<file path="src/hdl/sfs_pkg.sv">
package sfs_pkg;

   localparam int MAX_FILES = 32;
   localparam int IDX_W     = $clog2(MAX_FILES);
   localparam int CNT_W     = IDX_W + 1;

   // command codes
   localparam logic [3:0] F_DEFINE  = 4'd0;
   localparam logic [3:0] F_RESET   = 4'd1;
   localparam logic [3:0] F_SELECT  = 4'd2;
   localparam logic [3:0] F_GETRESP = 4'd3;
   localparam logic [3:0] F_STATUS  = 4'd4;
   localparam logic [3:0] F_RDBIN   = 4'd5;
   localparam logic [3:0] F_UPBIN   = 4'd6;
   localparam logic [3:0] F_RDREC   = 4'd7;
   localparam logic [3:0] F_UPREC   = 4'd8;

   // file kinds
   localparam logic [2:0] K_MF  = 3'd0;
   localparam logic [2:0] K_DF  = 3'd1;
   localparam logic [2:0] K_TEF = 3'd2;
   localparam logic [2:0] K_LEF = 3'd3;
   localparam logic [2:0] K_CEF = 3'd4;

   // record pointer modes
   localparam logic [1:0] MODE_NEXT = 2'd0;
   localparam logic [1:0] MODE_PREV = 2'd1;
   localparam logic [1:0] MODE_ABS  = 2'd2;
   localparam logic [1:0] MODE_BAD  = 2'd3;

   // status codes
   localparam logic [2:0] S_OK       = 3'd0;
   localparam logic [2:0] S_BADPARAM = 3'd1;
   localparam logic [2:0] S_NOEF     = 3'd2;
   localparam logic [2:0] S_HINT     = 3'd3;
   localparam logic [2:0] S_BADLEN   = 3'd4;
   localparam logic [2:0] S_NOTFOUND = 3'd5;

   // register indexes
   localparam logic CSR_FILE_COUNT = 1'b0;
   localparam logic CSR_MF_ID      = 1'b1;

   localparam logic [8:0] REC_NONE      = 9'h1FF;
   localparam logic [4:0] DIR_META_SIZE = 5'd23;
   localparam logic [4:0] EF_META_SIZE  = 5'd15;

   typedef enum logic [3:0] {
      ST_IDLE, ST_FETCH, ST_SCAN, ST_COUNT, ST_META, ST_STREAM, ST_MUL, ST_CHECK, ST_EMIT
   } state_type;

   typedef enum logic [1:0] {PH_ROOT, PH_CUR, PH_MF} phase_type;

   typedef struct packed {
      logic [15:0] id;
      logic [15:0] parent;
      logic [2:0]  kind;
      logic [15:0] size;
      logic [7:0]  rec_len;
      logic [15:0] base;
   } entry_type;

   typedef struct packed {
      logic [2:0]  status;
      logic [7:0]  detail;
      logic [7:0]  data_byte;
      logic        byte_valid;
      logic        last;
      logic [15:0] mem_address;
      logic [15:0] span_length;
      logic [4:0]  meta_len;
   } rsp_type;

   function automatic logic is_dir(input logic [2:0] k);
      return (k == K_MF) || (k == K_DF);
   endfunction

   function automatic logic is_rec(input logic [2:0] k);
      return (k == K_LEF) || (k == K_CEF);
   endfunction

   function automatic rsp_type make_status(input logic [2:0] st, input logic [7:0] det);
      rsp_type r;
      r        = '0;
      r.status = st;
      r.detail = det;
      r.last   = 1'b1;
      return r;
   endfunction

   function automatic logic [7:0] meta_byte(input logic [4:0] idx, input entry_type e,
                                            input logic [7:0] cdir, input logic [7:0] cef);
      logic [7:0] b;
      b = 8'h00;
      if (is_dir(e.kind)) begin
         case (idx)
            5'd2:  b = 8'h20;
            5'd4:  b = e.id[15:8];
            5'd5:  b = e.id[7:0];
            5'd6:  b = (e.kind == K_MF) ? 8'h01 : 8'h02;
            5'd12: b = 8'd10;
            5'd13: b = 8'h9B;
            5'd14: b = cdir;
            5'd15: b = cef;
            5'd16: b = 8'd4;
            5'd18: b = 8'h83;
            5'd19: b = 8'h8A;
            5'd20: b = 8'h83;
            5'd21: b = 8'h8A;
            default: b = 8'h00;
         endcase
      end else begin
         case (idx)
            5'd2:  b = e.size[15:8];
            5'd3:  b = e.size[7:0];
            5'd4:  b = e.id[15:8];
            5'd5:  b = e.id[7:0];
            5'd6:  b = 8'h04;
            5'd11: b = 8'h01;
            5'd12: b = 8'd2;
            5'd13: b = (e.kind == K_LEF) ? 8'h01 : ((e.kind == K_CEF) ? 8'h03 : 8'h00);
            5'd14: b = e.rec_len;
            default: b = 8'h00;
         endcase
      end
      return b;
   endfunction

endpackage

</file>
<file path="src/hdl/sfs_table_ram.sv">
module sfs_table_ram
   import sfs_pkg::*;
(
   input  logic             clock,
   input  logic             wr_en,
   input  logic [IDX_W-1:0] wr_addr,
   input  entry_type        wr_data,
   input  logic [IDX_W-1:0] rd_addr,
   output entry_type        rd_data
);

   entry_type mem [MAX_FILES];
   entry_type rd_data_ff;

   always_ff @(posedge clock) begin
      if (wr_en) begin
         mem[wr_addr] <= wr_data;
      end
      rd_data_ff <= mem[rd_addr];
   end

   assign rd_data = rd_data_ff;

endmodule

</file>
<file path="src/hdl/sim_file_select_and_record_access_unit.sv">
// SIM file-system front end.
// Request channel (req_*): one command per request, accepted when req_valid is high and
// req_stall low. req_stall stays high from acceptance until the command's last result
// has been loaded into the output register.
// Result channel (rsp_*): one result per cycle from a single output register; rsp_last
// marks the final result of a command. Metadata streams give one result per byte.
// Config channel (csr_*): always ready; index 0 file count, index 1 master file id.
// Sequencing after acceptance: define entry and unknown codes load the result directly;
// binary access first reads the selected entry; record access reads it, multiplies and
// checks; select and card reset walk the file table in the entry RAM, one entry a
// cycle, again on a fallback search for a DF under the master file; status and get
// response read one entry, walk the table to count children for directories,
// then stream up to 23 bytes, one a cycle unless stalled. RAM reads are registered.
// A stalled receiver holds the output register; the sequencer waits before loading
// the next result.
// Reset clears directory and selection to entry 0, the record pointer to none, file
// count to 0 and the master file id to 3F00h. Table entries are undefined until
// defined.
module sim_file_select_and_record_access_unit
   import sfs_pkg::*;
(
   input  logic        clock,
   input  logic        reset,
   input  logic        req_valid,
   output logic        req_stall,
   input  logic [3:0]  req_func,
   input  logic [15:0] req_file_id,
   input  logic [15:0] req_parent_ref,
   input  logic [2:0]  req_file_kind,
   input  logic [15:0] req_file_size,
   input  logic [7:0]  req_record_length,
   input  logic [15:0] req_base_address,
   input  logic [4:0]  req_entry_index,
   input  logic [7:0]  req_record_number,
   input  logic [1:0]  req_record_mode,
   input  logic [15:0] req_offset,
   input  logic [15:0] req_length,
   output logic        rsp_valid,
   input  logic        rsp_stall,
   output logic [2:0]  rsp_status,
   output logic [7:0]  rsp_status_detail,
   output logic [7:0]  rsp_data_byte,
   output logic        rsp_byte_valid,
   output logic        rsp_last,
   output logic [15:0] rsp_mem_address,
   output logic [15:0] rsp_span_length,
   output logic [4:0]  rsp_meta_len,
   input  logic        csr_valid,
   output logic        csr_ready,
   input  logic        csr_index,
   input  logic [15:0] csr_wdata
);

   // control state
   state_type        state_ff, state_in;
   phase_type        phase_ff, phase_in;
   logic [IDX_W-1:0] dir_ff, dir_in;
   logic [IDX_W-1:0] sel_ff, sel_in;
   logic [8:0]       rp_ff, rp_in;
   logic [5:0]       fc_ff;
   logic [15:0]      mfid_ff;
   logic [CNT_W-1:0] scan_ff, scan_in;
   logic             pend_ff, pend_in;
   logic             oval_ff, oval_in;

   // command and work registers
   logic [3:0]       func_ff;
   logic [15:0]      fid_ff;
   logic [7:0]       rec_ff;
   logic [1:0]       mode_ff;
   logic [15:0]      off_ff;
   logic [15:0]      len_ff;
   logic [15:0]      key_id_ff, key_id_in;
   logic [15:0]      key_par_ff, key_par_in;
   logic [IDX_W-1:0] pidx_ff, pidx_in;
   entry_type        ent_ff, ent_in;
   logic [7:0]       cdir_ff, cdir_in;
   logic [7:0]       cef_ff, cef_in;
   logic [9:0]       pc_ff, pc_in;
   logic             fail_ff, fail_in;
   logic [17:0]      mul_ff, mul_in;
   logic [4:0]       bidx_ff, bidx_in;
   logic [4:0]       blast_ff, blast_in;
   rsp_type          res_ff, res_in;
   rsp_type          out_ff, out_in;

   // entry RAM
   logic             ram_we;
   logic [IDX_W-1:0] ram_raddr;
   entry_type        ram_wdata;
   entry_type        rd;

   logic [CNT_W-1:0] live_n;
   logic             can_emit;
   logic             scan_end;
   logic [16:0]      bin_end;
   logic [17:0]      rec_off;
   logic [4:0]       meta_size;
   logic             accept;

   sfs_table_ram u_ram (
      .clock   (clock),
      .wr_en   (ram_we),
      .wr_addr (req_entry_index[IDX_W-1:0]),
      .wr_data (ram_wdata),
      .rd_addr (ram_raddr),
      .rd_data (rd)
   );

   assign ram_wdata = '{id: req_file_id, parent: req_parent_ref, kind: req_file_kind,
                        size: req_file_size, rec_len: req_record_length,
                        base: req_base_address};

   assign live_n    = (fc_ff > 6'(MAX_FILES)) ? CNT_W'(MAX_FILES) : CNT_W'(fc_ff);
   assign req_stall = (state_ff != ST_IDLE);
   assign accept    = req_valid && !req_stall;
   assign csr_ready = 1'b1;
   assign can_emit  = !oval_ff || !rsp_stall;
   assign scan_end  = !pend_ff && (scan_ff >= live_n);
   assign bin_end   = {1'b0, off_ff} + {1'b0, len_ff};
   assign rec_off   = mul_ff - {10'd0, ent_ff.rec_len};
   assign meta_size = is_dir(ent_ff.kind) ? DIR_META_SIZE : EF_META_SIZE;

   // sequencer
   always_comb begin
      state_in   = state_ff;
      phase_in   = phase_ff;
      dir_in     = dir_ff;
      sel_in     = sel_ff;
      rp_in      = rp_ff;
      scan_in    = scan_ff;
      pend_in    = 1'b0;
      pidx_in    = pidx_ff;
      key_id_in  = key_id_ff;
      key_par_in = key_par_ff;
      ent_in     = ent_ff;
      cdir_in    = cdir_ff;
      cef_in     = cef_ff;
      pc_in      = pc_ff;
      fail_in    = fail_ff;
      mul_in     = mul_ff;
      bidx_in    = bidx_ff;
      blast_in   = blast_ff;
      res_in     = res_ff;
      oval_in    = oval_ff && rsp_stall;
      out_in     = out_ff;
      ram_we     = 1'b0;
      ram_raddr  = sel_ff;

      case (state_ff)
         ST_IDLE: begin
            if (req_func == F_SELECT || req_func == F_STATUS) begin
               ram_raddr = dir_ff;
            end
            if (accept) begin
               scan_in = '0;
               case (req_func)
                  F_DEFINE: begin
                     ram_we   = 1'b1;
                     res_in   = make_status(S_OK, 8'd0);
                     state_in = ST_EMIT;
                  end
                  F_RESET: begin
                     key_id_in  = mfid_ff;
                     key_par_in = 16'd0;
                     phase_in   = PH_ROOT;
                     state_in   = ST_SCAN;
                  end
                  F_SELECT: begin
                     if (req_file_id == mfid_ff) begin
                        key_id_in  = req_file_id;
                        key_par_in = 16'd0;
                        phase_in   = PH_ROOT;
                        state_in   = ST_SCAN;
                     end else begin
                        state_in = ST_FETCH;
                     end
                  end
                  F_GETRESP, F_STATUS, F_RDBIN, F_UPBIN, F_RDREC, F_UPREC: begin
                     state_in = ST_FETCH;
                  end
                  default: begin
                     res_in   = make_status(S_BADPARAM, 8'd0);
                     state_in = ST_EMIT;
                  end
               endcase
            end
         end

         ST_FETCH: begin
            ent_in = rd;
            case (func_ff)
               F_SELECT: begin
                  key_id_in  = fid_ff;
                  key_par_in = rd.id;
                  phase_in   = PH_CUR;
                  scan_in    = '0;
                  state_in   = ST_SCAN;
               end
               F_GETRESP, F_STATUS: begin
                  cdir_in  = 8'd0;
                  cef_in   = 8'd0;
                  scan_in  = '0;
                  state_in = is_dir(rd.kind) ? ST_COUNT : ST_META;
               end
               F_RDBIN, F_UPBIN: begin
                  if (rd.kind != K_TEF || bin_end > {1'b0, rd.size}) begin
                     res_in = make_status(S_BADPARAM, 8'd0);
                  end else begin
                     res_in             = make_status(S_OK, 8'd0);
                     res_in.mem_address = rd.base + off_ff;
                     res_in.span_length = len_ff;
                  end
                  state_in = ST_EMIT;
               end
               F_RDREC, F_UPREC: begin
                  // candidate pointer; range check follows after the multiply
                  fail_in = !is_rec(rd.kind) || (rd.rec_len == 8'd0);
                  pc_in   = {1'b0, rp_ff};
                  case (mode_ff)
                     MODE_NEXT: begin
                        pc_in = (rp_ff == REC_NONE) ? 10'd0 : ({1'b0, rp_ff} + 10'd1);
                     end
                     MODE_PREV: begin
                        if (rp_ff == REC_NONE || rp_ff == 9'd0) begin
                           fail_in = 1'b1;
                        end
                        pc_in = {1'b0, rp_ff} - 10'd1;
                     end
                     MODE_ABS: begin
                        if (rec_ff != 8'd0) begin
                           pc_in = {2'b0, rec_ff} - 10'd1;
                        end else if (rp_ff == REC_NONE) begin
                           fail_in = 1'b1;
                        end
                     end
                     default: begin
                        fail_in = 1'b1;
                     end
                  endcase
                  state_in = ST_MUL;
               end
               default: begin
                  res_in   = make_status(S_BADPARAM, 8'd0);
                  state_in = ST_EMIT;
               end
            endcase
         end

         ST_SCAN: begin
            ram_raddr = scan_ff[IDX_W-1:0];
            if (scan_ff < live_n) begin
               pend_in = 1'b1;
               pidx_in = scan_ff[IDX_W-1:0];
               scan_in = scan_ff + CNT_W'(1);
            end
            if (pend_ff && rd.id == key_id_ff && rd.parent == key_par_ff) begin
               pend_in  = 1'b0;
               state_in = ST_EMIT;
               if (func_ff == F_RESET) begin
                  rp_in = REC_NONE;
                  if (rd.kind == K_MF) begin
                     dir_in = pidx_ff;
                     sel_in = pidx_ff;
                     res_in = make_status(S_OK, 8'd0);
                  end else begin
                     dir_in = '0;
                     sel_in = '0;
                     res_in = make_status(S_NOTFOUND, 8'd0);
                  end
               end else if (phase_ff == PH_MF && rd.kind != K_DF) begin
                  res_in = make_status(S_NOTFOUND, 8'd0);
               end else begin
                  if (is_dir(rd.kind)) begin
                     dir_in = pidx_ff;
                  end
                  sel_in          = pidx_ff;
                  rp_in           = REC_NONE;
                  res_in          = make_status(S_OK, 8'd0);
                  res_in.meta_len = is_dir(rd.kind) ? DIR_META_SIZE : EF_META_SIZE;
               end
            end else if (scan_end) begin
               if (func_ff == F_RESET) begin
                  rp_in    = REC_NONE;
                  dir_in   = '0;
                  sel_in   = '0;
                  res_in   = make_status(S_NOTFOUND, 8'd0);
                  state_in = ST_EMIT;
               end else if (phase_ff == PH_CUR) begin
                  // fall back to a DF directly under the MF
                  key_par_in = mfid_ff;
                  phase_in   = PH_MF;
                  scan_in    = '0;
                  pend_in    = 1'b0;
               end else begin
                  res_in   = make_status(S_NOTFOUND, 8'd0);
                  state_in = ST_EMIT;
               end
            end
         end

         ST_COUNT: begin
            ram_raddr = scan_ff[IDX_W-1:0];
            if (scan_ff < live_n) begin
               pend_in = 1'b1;
               scan_in = scan_ff + CNT_W'(1);
            end
            if (pend_ff && rd.parent == ent_ff.id) begin
               if (is_dir(rd.kind)) begin
                  cdir_in = cdir_ff + 8'd1;
               end else begin
                  cef_in = cef_ff + 8'd1;
               end
            end
            if (scan_end) begin
               state_in = ST_META;
            end
         end

         ST_META: begin
            if (len_ff == 16'd0 || len_ff > {11'd0, meta_size}) begin
               res_in   = make_status(S_HINT, {3'd0, meta_size});
               state_in = ST_EMIT;
            end else begin
               bidx_in  = 5'd0;
               blast_in = len_ff[4:0] - 5'd1;
               state_in = ST_STREAM;
            end
         end

         ST_STREAM: begin
            if (can_emit) begin
               oval_in            = 1'b1;
               out_in             = '0;
               out_in.data_byte   = meta_byte(bidx_ff, ent_ff, cdir_ff, cef_ff);
               out_in.byte_valid  = 1'b1;
               out_in.last        = (bidx_ff == blast_ff);
               bidx_in            = bidx_ff + 5'd1;
               if (bidx_ff == blast_ff) begin
                  state_in = ST_IDLE;
               end
            end
         end

         ST_MUL: begin
            // (p + 1) * record length; p * length follows by one subtract
            mul_in   = ({8'd0, pc_ff} + 18'd1) * {10'd0, ent_ff.rec_len};
            state_in = ST_CHECK;
         end

         ST_CHECK: begin
            state_in = ST_EMIT;
            if (fail_ff || pc_ff >= {1'b0, REC_NONE} || mul_ff > {2'd0, ent_ff.size}) begin
               res_in = make_status(S_NOEF, 8'd0);
            end else begin
               rp_in = pc_ff[8:0];
               if (len_ff != {8'd0, ent_ff.rec_len}) begin
                  res_in = (func_ff == F_RDREC) ? make_status(S_HINT, ent_ff.rec_len)
                                                : make_status(S_BADLEN, 8'd0);
               end else begin
                  res_in             = make_status(S_OK, 8'd0);
                  res_in.mem_address = ent_ff.base + rec_off[15:0];
                  res_in.span_length = len_ff;
               end
            end
         end

         ST_EMIT: begin
            if (can_emit) begin
               oval_in  = 1'b1;
               out_in   = res_ff;
               state_in = ST_IDLE;
            end
         end

         default: begin
            state_in = ST_IDLE;
         end
      endcase
   end

   always_ff @(posedge clock) begin
      if (reset) begin
         state_ff <= ST_IDLE;
         phase_ff <= PH_ROOT;
         dir_ff   <= '0;
         sel_ff   <= '0;
         rp_ff    <= REC_NONE;
         fc_ff    <= 6'd0;
         mfid_ff  <= 16'h3F00;
         scan_ff  <= '0;
         pend_ff  <= 1'b0;
         oval_ff  <= 1'b0;
      end else begin
         state_ff <= state_in;
         phase_ff <= phase_in;
         dir_ff   <= dir_in;
         sel_ff   <= sel_in;
         rp_ff    <= rp_in;
         scan_ff  <= scan_in;
         pend_ff  <= pend_in;
         oval_ff  <= oval_in;
         if (csr_valid && csr_ready) begin
            if (csr_index == CSR_FILE_COUNT) begin
               fc_ff <= csr_wdata[5:0];
            end else if (csr_index == CSR_MF_ID) begin
               mfid_ff <= csr_wdata;
            end
         end
      end
   end

   // payload registers
   always_ff @(posedge clock) begin
      if (accept) begin
         func_ff <= req_func;
         fid_ff  <= req_file_id;
         rec_ff  <= req_record_number;
         mode_ff <= req_record_mode;
         off_ff  <= req_offset;
         len_ff  <= req_length;
      end
      key_id_ff  <= key_id_in;
      key_par_ff <= key_par_in;
      pidx_ff    <= pidx_in;
      ent_ff     <= ent_in;
      cdir_ff    <= cdir_in;
      cef_ff     <= cef_in;
      pc_ff      <= pc_in;
      fail_ff    <= fail_in;
      mul_ff     <= mul_in;
      bidx_ff    <= bidx_in;
      blast_ff   <= blast_in;
      res_ff     <= res_in;
      out_ff     <= out_in;
   end

   assign rsp_valid         = oval_ff;
   assign rsp_status        = out_ff.status;
   assign rsp_status_detail = out_ff.detail;
   assign rsp_data_byte     = out_ff.data_byte;
   assign rsp_byte_valid    = out_ff.byte_valid;
   assign rsp_last          = out_ff.last;
   assign rsp_mem_address   = out_ff.mem_address;
   assign rsp_span_length   = out_ff.span_length;
   assign rsp_meta_len      = out_ff.meta_len;

endmodule

</file>
<file path="config.mk">
export PLATFORM = sky130hd
export DESIGN_NAME = sim_file_select_and_record_access_unit
export DESIGN_NICKNAME = d
export VERILOG_FILES = /design/src/hdl/sfs_pkg.sv /design/src/hdl/sfs_table_ram.sv /design/src/hdl/sim_file_select_and_record_access_unit.sv
export SDC_FILE = /design/constraint.sdc
export NUM_CORES = 2
export LEC_CHECK = 0
export ABC_AREA = 1
export BUFFER_PORTS_ARGS = -buffer_cell sky130_fd_sc_hd__buf_2
export CAP_MARGIN = 20
export CORE_MARGIN = 4
export CORE_UTILIZATION = 40
export DETAILED_ROUTE_END_ITERATION = 10
export MAX_ROUTING_LAYER = met4
export PLACE_DENSITY_LB_ADDON = 0.08
export SLEW_MARGIN = 15
export SYNTH_ARGS = -nofsm -noshare
export SYNTH_HDL_FRONTEND = slang
export SYNTH_SLANG_ARGS = --single-unit
export TNS_END_PERCENT = 50
</file>
<file path="constraint.sdc">
create_clock -name clock -period 7.62 [get_ports clock]
set_input_delay 1.524 -clock clock [delete_from_list [all_inputs] [get_ports clock]]
set_output_delay 1.524 -clock clock [all_outputs]
set_load 0.01 [all_outputs]
</file>
==> flow_metrics.py <==
metrics = {
    "outcome": {
        "status": "complete, no violations",
    },
    "timing": {
        "fin_setup_tns_ns": 0,
        "maxSlewViolCount": 0,
        "period_share_pct": 77.2,
        "finalHoldViolCount": 0,
        "finalSetupViolCount": 0,
        "slew-limit-headroom_pct": 17.9,
        "max_freq_mhz": 170,
        "fin_crit_ns": 5.88,
        "hold-worst-slack_ns": 0.442,
        "clock_skew_ns": 0.0609,
        "worstMarginPinSlew_ns": 1.23,
        "rsz0062_at_grt": "false",
    },
    "critical_path": {
        "cp_data_required_time_ns": 8.26,
        "path_max_fanout": 9,
        "path_cells": "ha_1 > nand3_1 > nor2_1 > nand2_1 > xor2_1 > inv_1 > nand2_1 > fa_1 > inv_1 > fa_1 > fa_1 > inv_1 > fa_1 > inv_1 > ha_1 > inv_1 > o21ai_0 > a21oi_1 > o21ai_0 > a21boi_0 > o21ai_0 > xor2_1",
        "reg2regPathDepth": 22,
        "crit_path_end_kind": "register",
        "worst_setup_path_start_kind": "register",
        "cpMostUsedCell": "inv_1",
        "cp_slowest_cell": "xor2_1",
        "cp.depth": 22,
        "critPathMaxStageDelay_ns": 0.65,
        "path_class": "register to register",
        "crit_arrival_ns": 6.52,
        "path_buf_inv": 5,
        "critPathTopFamily": "adder cells",
    },
    "drt": {
        "wl_per_cell_um": 27.2,
        "first_iter_violations": 9062,
        "dr_total_vias": 85100,
        "drt_first_pass_iters": 6,
        "drc": 0,
        "ant_nets": 0,
        "wl_mm": 412,
        "vias_per_cell": 5.62,
    },
    "clocking": {
        "cts-root-buf": "clkbuf_16",
        "cts-resized-gates": 0,
        "hold_buffers": 0,
        "cts_buffers": 318,
        "cts_max_level": 5,
        "clk_latency_ns": 0.91,
        "clk_pin_slew_ns": 0.06,
        "cts_tree": "done",
        "clk_path_buf_depth": 4,
        "cts_setup_buffers": 0,
        "cts.sinks": 2845,
    },
    "yosys": {
        "yosysWarnings": 0,
        "async_flop_share_pct": 0,
        "synth_area_um2": 122000,
        "synth.distinct_cells": 56,
        "synth_flop_cell": "edfxtp_1",
        "ys_seq_area_share_pct": 68.7,
        "syn_nets": 11100,
        "synth_edf_count": 2715,
        "syn_inst": 10700,
        "ys_seq_elements": 2845,
        "syn_avg_cell_area_um2": 11.4,
    },
    "min_path": {
        "hold_path_class": "register to register",
        "min_delay_path_depth": 0,
    },
    "global_routing": {
        "grt_use_total_pct": 26.2,
        "first_global_vias": 81100,
        "grt_max_degree": 155,
        "antenna_found_initial": 47,
        "grt.overflow.total": 0,
        "grt_pass1_wl_mm": 593,
    },
    "power_and_ir_drop": {
        "ir_worst_vdd_mv": 0.230,
        "power_density_nw_per_um2": 292,
        "p_leak_uw": 0.0503,
    },
    "floorplanning": {
        "die_height_um": 561,
        "rows": 202,
        "coreArea_um2": 304000,
        "io-pin-count": 209,
        "dieArea_um2": 315000,
        "dieWidth_um": 561,
        "start_util_pct": 40.3,
    },
    "finish": {
        "final_common_cell": "nand3_1",
        "nNetsFinal": 11100,
        "final_cell_mix": "nand3_1 (3144), edfxtp_1 (2715), nand2_1 (2116)",
        "syn_to_final_growth_pct": 13.1,
        "drive_gt1_share_pct": 8.39,
    },
    "place": {
        "place_congestion": 0.896,
        "io_buffers": 207,
        "dpl.hpwl_mm": 221,
    },
    "flow_run": {
        "maxCapViolations": 0,
    },
}
registers in the layout (all words and copies together) (netlist names), 9 cells and up:
register,cells
res_ff,46
rsp_mem_address,16
rp_ff,9
ent_ff,59
pc_ff,10
u_ram.mem,2400
key_par_ff,16
mul_ff,18
rsp_span_length,16
key_id_ff,16
u_ram.rd_data,75
off_ff,16
mfid_ff,16
len_ff,16
fid_ff,16
synth_stat cells (all sizes together), types with 24 or more instances:
cell / n / area [µm²]
a21oi: 126 / 631
a31oi: 24 / 150
buf: 444 / 2220
clkbuf: 211 / 792
dfxtp: 130 / 2600
edfxtp: 2715 / 81500
fa: 63 / 1260
ha: 147 / 1840
inv: 662 / 2480
nand2: 2123 / 7990
nand3: 3145 / 15800
nand3b: 86 / 646
nand4: 42 / 263
nor2: 379 / 1460
nor3: 37 / 185
o21ai: 140 / 708
xnor2: 63 / 552
xor2: 48 / 420
through the flow:
step	instances	total power [µW]	instance area [µm²]	setup slack (ns)	util (%)
4_1_cts	15100	40800	138000	1.74	45.5
3_5_place_dp	14500	25700	128000	1.77	42.2
2_1_floorplan	10700	23100	122000	1.61	-
6_report	15200	40400	138000	1.74	45.6
5_1_grt	15100	42300	138000	1.20	45.6
3_3_place_gp	14500	25700	128000	1.75	42.2
cell type report:
type / count / area, µm²
Antenna cell: 22 / 55.1
Clock buffer: 420 / 8660
Clock inverter: 159 / 1450
Fill cell: 28000 / 165000
Inverter: 671 / 2560
Multi-Input combinational cell: 6549 / 33100
Sequential cell: 2845 / 84100
Tap cell: 4080 / 5100
Timing Repair Buffer: 404 / 3380
where the power goes:
group          leakage [µW]  internal, µW  total [µW]  switching, µW
registers            0.0256         18100       18900            753
clock network       0.00495          8730       15100           6340
logic                0.0197          2030        6480           4450
cells by family after synthesis:
family	count (synthesis)	share of synthesized area (%)
compound gates	383	1.79
fa+ha+maj	210	2.53
buf+inv	1326	4.51
mux	1	0.00818
simple gates	5843	21.6
flops	2845	68.7
other cells	1	0.00306
xor+xnor	111	0.794
worst paths after layout:
path	end	slack, ns	start
worst max-delay path	mul_ff[15]$_DFFE_PP_	1.74	pc_ff[0]$_DFFE_PP_
worst max register to register	mul_ff[15]$_DFFE_PP_	1.74	pc_ff[0]$_DFFE_PP_
worst min register to register	ent_ff[35]$_DFFE_PP_	0.44	u_ram.rd_data[35]$_DFF_P_
worst min-delay path	ent_ff[35]$_DFFE_PP_	0.44	u_ram.rd_data[35]$_DFF_P_
worst register-to-register path, stage by stage, from the launching register on:
cell      delay, ns
edfxtp_1       0.54
ha_1           0.25
nand3_1        0.09
nor2_1         0.14
nand2_1        0.12
xor2_1         0.65
inv_1          0.16
nand2_1        0.14
fa_1           0.39
inv_1          0.09
fa_1           0.40
fa_1           0.49
inv_1          0.05
fa_1           0.47
inv_1          0.04
ha_1           0.31
inv_1          0.12
o21ai_0        0.11
a21oi_1        0.13
o21ai_0        0.16
a21boi_0       0.44
o21ai_0        0.17
xor2_1         0.17
per-layer routing:
layer / GRT usage (%) / up-vias / wire [µm]
met1: 37.1 / 43200 / 185000
met2: 40.7 / 3117 / 192000
met4: 5.29 / 0 / 8380
met3: 3.60 / 559 / 27500
li1: - / 38200 / -
met5: - / - / 0
Note: power is estimated with default switching activity, not from simulation.
